`config.mk`:
```
export PLATFORM = sky130hd
export DESIGN_NAME = bsld_index
export DESIGN_NICKNAME = d
export VERILOG_FILES = /design/src/rtl/core/bsld_pkg.sv /design/src/rtl/core/bsld_index.sv
export SDC_FILE = /design/constraint.sdc
export NUM_CORES = 2
export LEC_CHECK = 0
export BUFFER_PORTS_ARGS = -buffer_cell sky130_fd_sc_hd__buf_2
export CORE_ASPECT_RATIO = 0.75
export CORE_MARGIN = 2
export CORE_UTILIZATION = 65
export DETAILED_ROUTE_END_ITERATION = 16
export GPL_TIMING_DRIVEN = 0
export PLACE_DENSITY_LB_ADDON = 0.12
export REMOVE_ABC_BUFFERS = 1
export SLEW_MARGIN = 30
export SYNTH_ARGS = -nofsm -noshare
export SYNTH_HDL_FRONTEND = slang
export SYNTH_SLANG_ARGS = --single-unit
```
`constraint.sdc`:
```
create_clock -name clock -period 8.4 [get_ports clock]
set_clock_uncertainty 0.15 [all_clocks]
set_input_delay 1.68 -clock clock [delete_from_list [all_inputs] [get_ports clock]]
set_output_delay 1.68 -clock clock [all_outputs]
set_load 0.02 [all_outputs]
```
`src/rtl/core/bsld_pkg.sv`:
```
// ----------------------------------------------------------------------------
// bsld_pkg
// Shared types, register codes and helper functions for the bottom sponge
// layer damping pipeline.
// ----------------------------------------------------------------------------
package bsld_pkg;

   localparam int DATA_W  = 32;
   localparam int DT_W    = 31;
   localparam int QBITS   = 34;
   localparam logic [QBITS-1:0] DELTA_CAP = 34'h2_0000_0000;
   localparam real HALF_PI = 1.57079632679489661923;

   typedef enum logic [1:0] {
      CSR_LAYER_WIDTH  = 2'd0,
      CSR_RELAX_TIME   = 2'd1,
      CSR_BOTTOM_COORD = 2'd2
   } csr_index_type;

   typedef struct packed {
      logic signed [DATA_W-1:0] density;
      logic [2:0][DATA_W-1:0]   vel;
      logic [2:0][DATA_W-1:0]   incr;
      logic [DT_W-1:0]          step_size;
   } side_type;

   // round(sin^2(k*step) * 2^frac), step = pi/2 over the table size
   function automatic int prof_entry(int k, real step, int frac);
      real x;
      real s;
      x = step * real'(k);
      s = $sin(x);
      return $rtoi(s * s * (2.0 ** frac) + 0.5);
   endfunction

   function automatic logic [DATA_W-1:0] mag32(logic signed [DATA_W-1:0] v);
      return v[DATA_W-1] ? DATA_W'(-v) : DATA_W'(v);
   endfunction

endpackage

```
`src/rtl/core/bsld_index.sv`:
```
// ----------------------------------------------------------------------------
// bsld_index
// Profile index pipeline: layer depth classification, then a restoring
// divider with one quotient bit per stage.
// ----------------------------------------------------------------------------
module bsld_index #(
   parameter int ENTRIES = 1024,
   localparam int IdxW = $clog2(ENTRIES + 1)
) (
   input  logic                clock,
   input  logic                reset,
   input  logic                in_valid,
   input  logic signed [31:0]  face_coord,
   input  logic signed [31:0]  bottom_coord,
   input  logic [30:0]         layer_width,
   output logic                out_valid,
   output logic [IdxW-1:0]     idx
);
   import bsld_pkg::*;

   localparam int DivW = 32 + IdxW;

   logic signed [33:0] n_val;
   logic               zero_w;
   logic               full_w;
   logic [DivW-1:0]    dividend;

   logic               v1_ff;
   logic [30:0]        n1_ff;
   logic               zero1_ff;
   logic               full1_ff;

   logic [IdxW:0]      v_ff;
   logic [30:0]        rem_ff  [IdxW+1];
   logic [IdxW-1:0]    quo_ff  [IdxW+1];
   logic [IdxW-1:0]    low_ff  [IdxW+1];
   logic [IdxW:0]      zero_ff;
   logic [IdxW:0]      full_ff;

   logic [31:0]        rem_sh  [IdxW];
   logic [IdxW-1:0]    ge_w;
   logic [30:0]        rem_in  [IdxW];

   logic               out_valid_ff;
   logic [IdxW-1:0]    idx_ff;

   assign n_val  = $signed({3'b000, layer_width}) - ($signed(34'(face_coord))
                   - $signed(34'(bottom_coord)));
   assign zero_w = (layer_width == '0) || (n_val <= 34'sd0);
   assign full_w = n_val >= $signed({3'b000, layer_width});
   assign dividend = DivW'(n1_ff) * DivW'(ENTRIES) + DivW'(layer_width >> 1);

   always_comb begin
      for (int k = 0; k < IdxW; k++) begin
         rem_sh[k] = {rem_ff[k], low_ff[k][IdxW-1]};
         ge_w[k]   = rem_sh[k] >= {1'b0, layer_width};
         rem_in[k] = ge_w[k] ? 31'(rem_sh[k] - {1'b0, layer_width}) : rem_sh[k][30:0];
      end
   end

   always_ff @(posedge clock) begin
      if (reset) begin
         v1_ff        <= 1'b0;
         v_ff         <= '0;
         out_valid_ff <= 1'b0;
      end else begin
         v1_ff        <= in_valid;
         v_ff         <= {v_ff[IdxW-1:0], v1_ff};
         out_valid_ff <= v_ff[IdxW];
      end
   end

   always_ff @(posedge clock) begin
      n1_ff      <= n_val[30:0];
      zero1_ff   <= zero_w;
      full1_ff   <= full_w;
      rem_ff[0]  <= 31'(dividend >> IdxW);
      low_ff[0]  <= dividend[IdxW-1:0];
      quo_ff[0]  <= '0;
      zero_ff[0] <= zero1_ff;
      full_ff[0] <= full1_ff;
      for (int k = 0; k < IdxW; k++) begin
         rem_ff[k+1]  <= rem_in[k];
         quo_ff[k+1]  <= {quo_ff[k][IdxW-2:0], ge_w[k]};
         low_ff[k+1]  <= low_ff[k] << 1;
         zero_ff[k+1] <= zero_ff[k];
         full_ff[k+1] <= full_ff[k];
      end
      if (zero_ff[IdxW]) begin
         idx_ff <= '0;
      end else if (full_ff[IdxW]) begin
         idx_ff <= IdxW'(ENTRIES);
      end else begin
         idx_ff <= quo_ff[IdxW];
      end
   end

   assign out_valid = out_valid_ff;
   assign idx       = idx_ff;

endmodule

```
==> out/results.ini <==
[critical_path]
required_ns=8.74
cp_max_fo=13
crit_family=compound AO/OA/AOI/OAI gates
cpPeakStageDelay_ns=0.63
startpoint_type=primary input
endpoint_kind=flop
path_buf_inv=3
crit_type=in -> reg
path_cells=buf_2 > inv_1 > fa_1 > inv_1 > ha_1 > a211oi_4 > o211a_4 > nor4_2 > or2_2 > mux2_2 > nor2_1 > ha_1 > a21o_1 > a21oi_1 > nor2b_1 > o21ai_0 > nand2b_1 > a21oi_1 > o21ai_0 > a221o_1 > or3_1 > o22a_1
crit_slowest_cell=fa_1
arrival_ns=7.26

[sta]
setup_ws_ns=1.47
setup_viol=0
slew_headroom_pct=33.5
period_share_pct=82.5
fin_crit_ns=6.93
hold_viol_final=0
slew_viol_final=0
rsz0062_at_grt=no
worstMarginPinSlew_ns=0.989
fmax_ghz=0.144

[clock_network]
clock_latency_ns=0.61
cts_resized=0
clk_pin_slew_ns=0.06
ctsHtreeMaxLevel=2
numCtsBuffers=54
hold_buffers=0
cts_tree=done
postCtsSetupRepairBufs=0
root_buffer=clkbuf_16
clock-sinks=555
cts.path.max_buffers=3

[die]
io_pins=110
die_y_um=205
die_w_um=271
core_um2=53000
start_util_pct=65.8
row_count=73
die_area_um2=55500

[place]
gp_congestion=0.956
place.port_buffers=109
hpwl_mm=60.9
dp_slack_ns=0.902
dp.cells=4744

[logic_synthesis]
synthAdderAreaFrac_pct=17.7
synth_top_cells_by_area=dfxtp_1 32%, ha_1 15%, xnor2_1 4.7%
synth-edff-count=0
synth_warnings=0
synth-xor-area-share_pct=7.49
synth_compound_area_share_pct=21.9
synth_most_common_cell=dfxtp_1
synthTopCellsByCount=555 x dfxtp_1, 427 x ha_1, 333 x nand2_1
yosys.area.top_type_share_pct=31.9
synth_top_cell_by_area=dfxtp_1
synth_seq_area_share_pct=31.9
async_reset_ff_share_pct=0
syn-mean-instance-area_um2=8.74
syn-cell-area_um2=34900
synth_seq_cells=555
synth-simple-area-share_pct=15.0
synthMuxAreaShare_pct=2.49
syn_inst=3991
synth.distinct_cells=96
synth_flop_cell=dfxtp_1
synth_top_family_by_area=compound AO/OA/AOI/OAI gates

[grt]
grt_pass1_vias=27500
grtUsageTotal_pct=28.2
grt_first_pass_wirelength_mm=130
antenna_found_initial=0
grt_max_degree=54
overflow=0

[final_layout]
diodes=0
utilization_pct=71.9
fin_nets=4655
layoutNonFillerInstCount=4845
syn2layout_area_growth_pct=9.23
drive_gt1_share_pct=8.25

[routing]
ant_nets=0
firstDrtPassIters=5
drt-total-wl_mm=78.5
wire_per_inst_um=16.2
highest_layer=met4
drcViolationCount=0
vias_per_cell=5.89
wl_met3_mm=3.17
routed-wl-met2_mm=36.9
drtIter0Drc=1543
via_count=28500
wl_met1_mm=34.9

[flow_run]
max-cap-violations=0

[power]
power.density_nw_per_um2=441
ir_worst_vdd_v=0.000210
power.leakage_uw=0.0174
power_uw=16800

[worst_hold_path]
min_path_type=reg -> reg

[outcome]
status=completed

## flip-flops by register name, summed over array words and instances, names as in the netlist
signal,count
v1_ff,1
zero_ff,12
full1_ff,1
out_valid,1
v_ff,12
zero1_ff,1
n1_ff,31
full_ff,12
rem_ff,341
idx,11
low_ff,66
quo_ff,66
## final timing paths
check	slack (ns)	depth (start not counted)	endpoint	from
worst max-delay path	1.47	22	full1_ff	layer_width[1]
worst min-delay path	0.16	0	quo_ff[2][5]	quo_ff[1][37]
worst max register to register	4.00	16	rem_ff[6][10]	low_ff[2][21]
worst min register to register	0.16	0	quo_ff[2][5]	quo_ff[1][37]
## power by group
group | internal [uW] | switching [uW] | leakage [uW]
sequential | 3940 | 580 | 0.00467
clock | 1460 | 1090 | 0.000920
combinational | 4360 | 5350 | 0.0118
total | 9760 | 7020 | 0.0174
## layer usage
metal / global-route usage (%) / vias to the layer above
met1: 34.7 / 13100
met2: 49.8 / 711
met3: 3.02 / 197
met5: 0 / -
met4: 13.0 / 0
li1: - / 14500
## cell usage in the layout (no fill, tap or decap), drive strengths merged, types with 18 or more instances in the layout
cell type  count
dfxtp        555
ha           427
o21ai        339
nand2        333
a21oi        330
nor2         251
inv          245
xnor2        187
a21o         175
buf          121
xor2         111
nand3         82
mux2          69
nand2b        68
nor2b         66
clkbuf        59
nor3          55
nand4         49
o21bai        49
fa            42
o21a          42
a211oi        37
a31oi         33
and3          29
and2          29
or3           29
o211ai        25
clkinv        23
o31ai         22
nor4          18
## cell families after synthesis
logic type | Yosys count
and+or+nand+nor | 1071
DFF | 555
xor gates and xnor gates | 298
buffers and inverters | 319
adders and majority gates | 469
AOI/OAI and AO/OA | 1201
muxes | 78
## layout make-up
type | count | area (um2)
Fill cell | 4142 | 14900
Multi-Input combinational cell | 3117 | 22600
Inverter | 239 | 897
Clock buffer | 59 | 1420
Clock inverter | 42 | 468
Timing Repair Buffer | 121 | 703
Sequential cell | 555 | 11100
Tap cell | 712 | 891
## metrics by stage
stage                     instance area, um2  hold WS, ns  TNS [ns]
after floorplan                        34500        0.160         0
after global placement                 36000        0.160    -0.154
after detailed placement               36200        0.162         0
after CTS                              38100        0.169         0
after global routing                   38100        0.170         0
final                                  38100        0.165         0
Note: power is estimated with default switching activity, not from simulation.
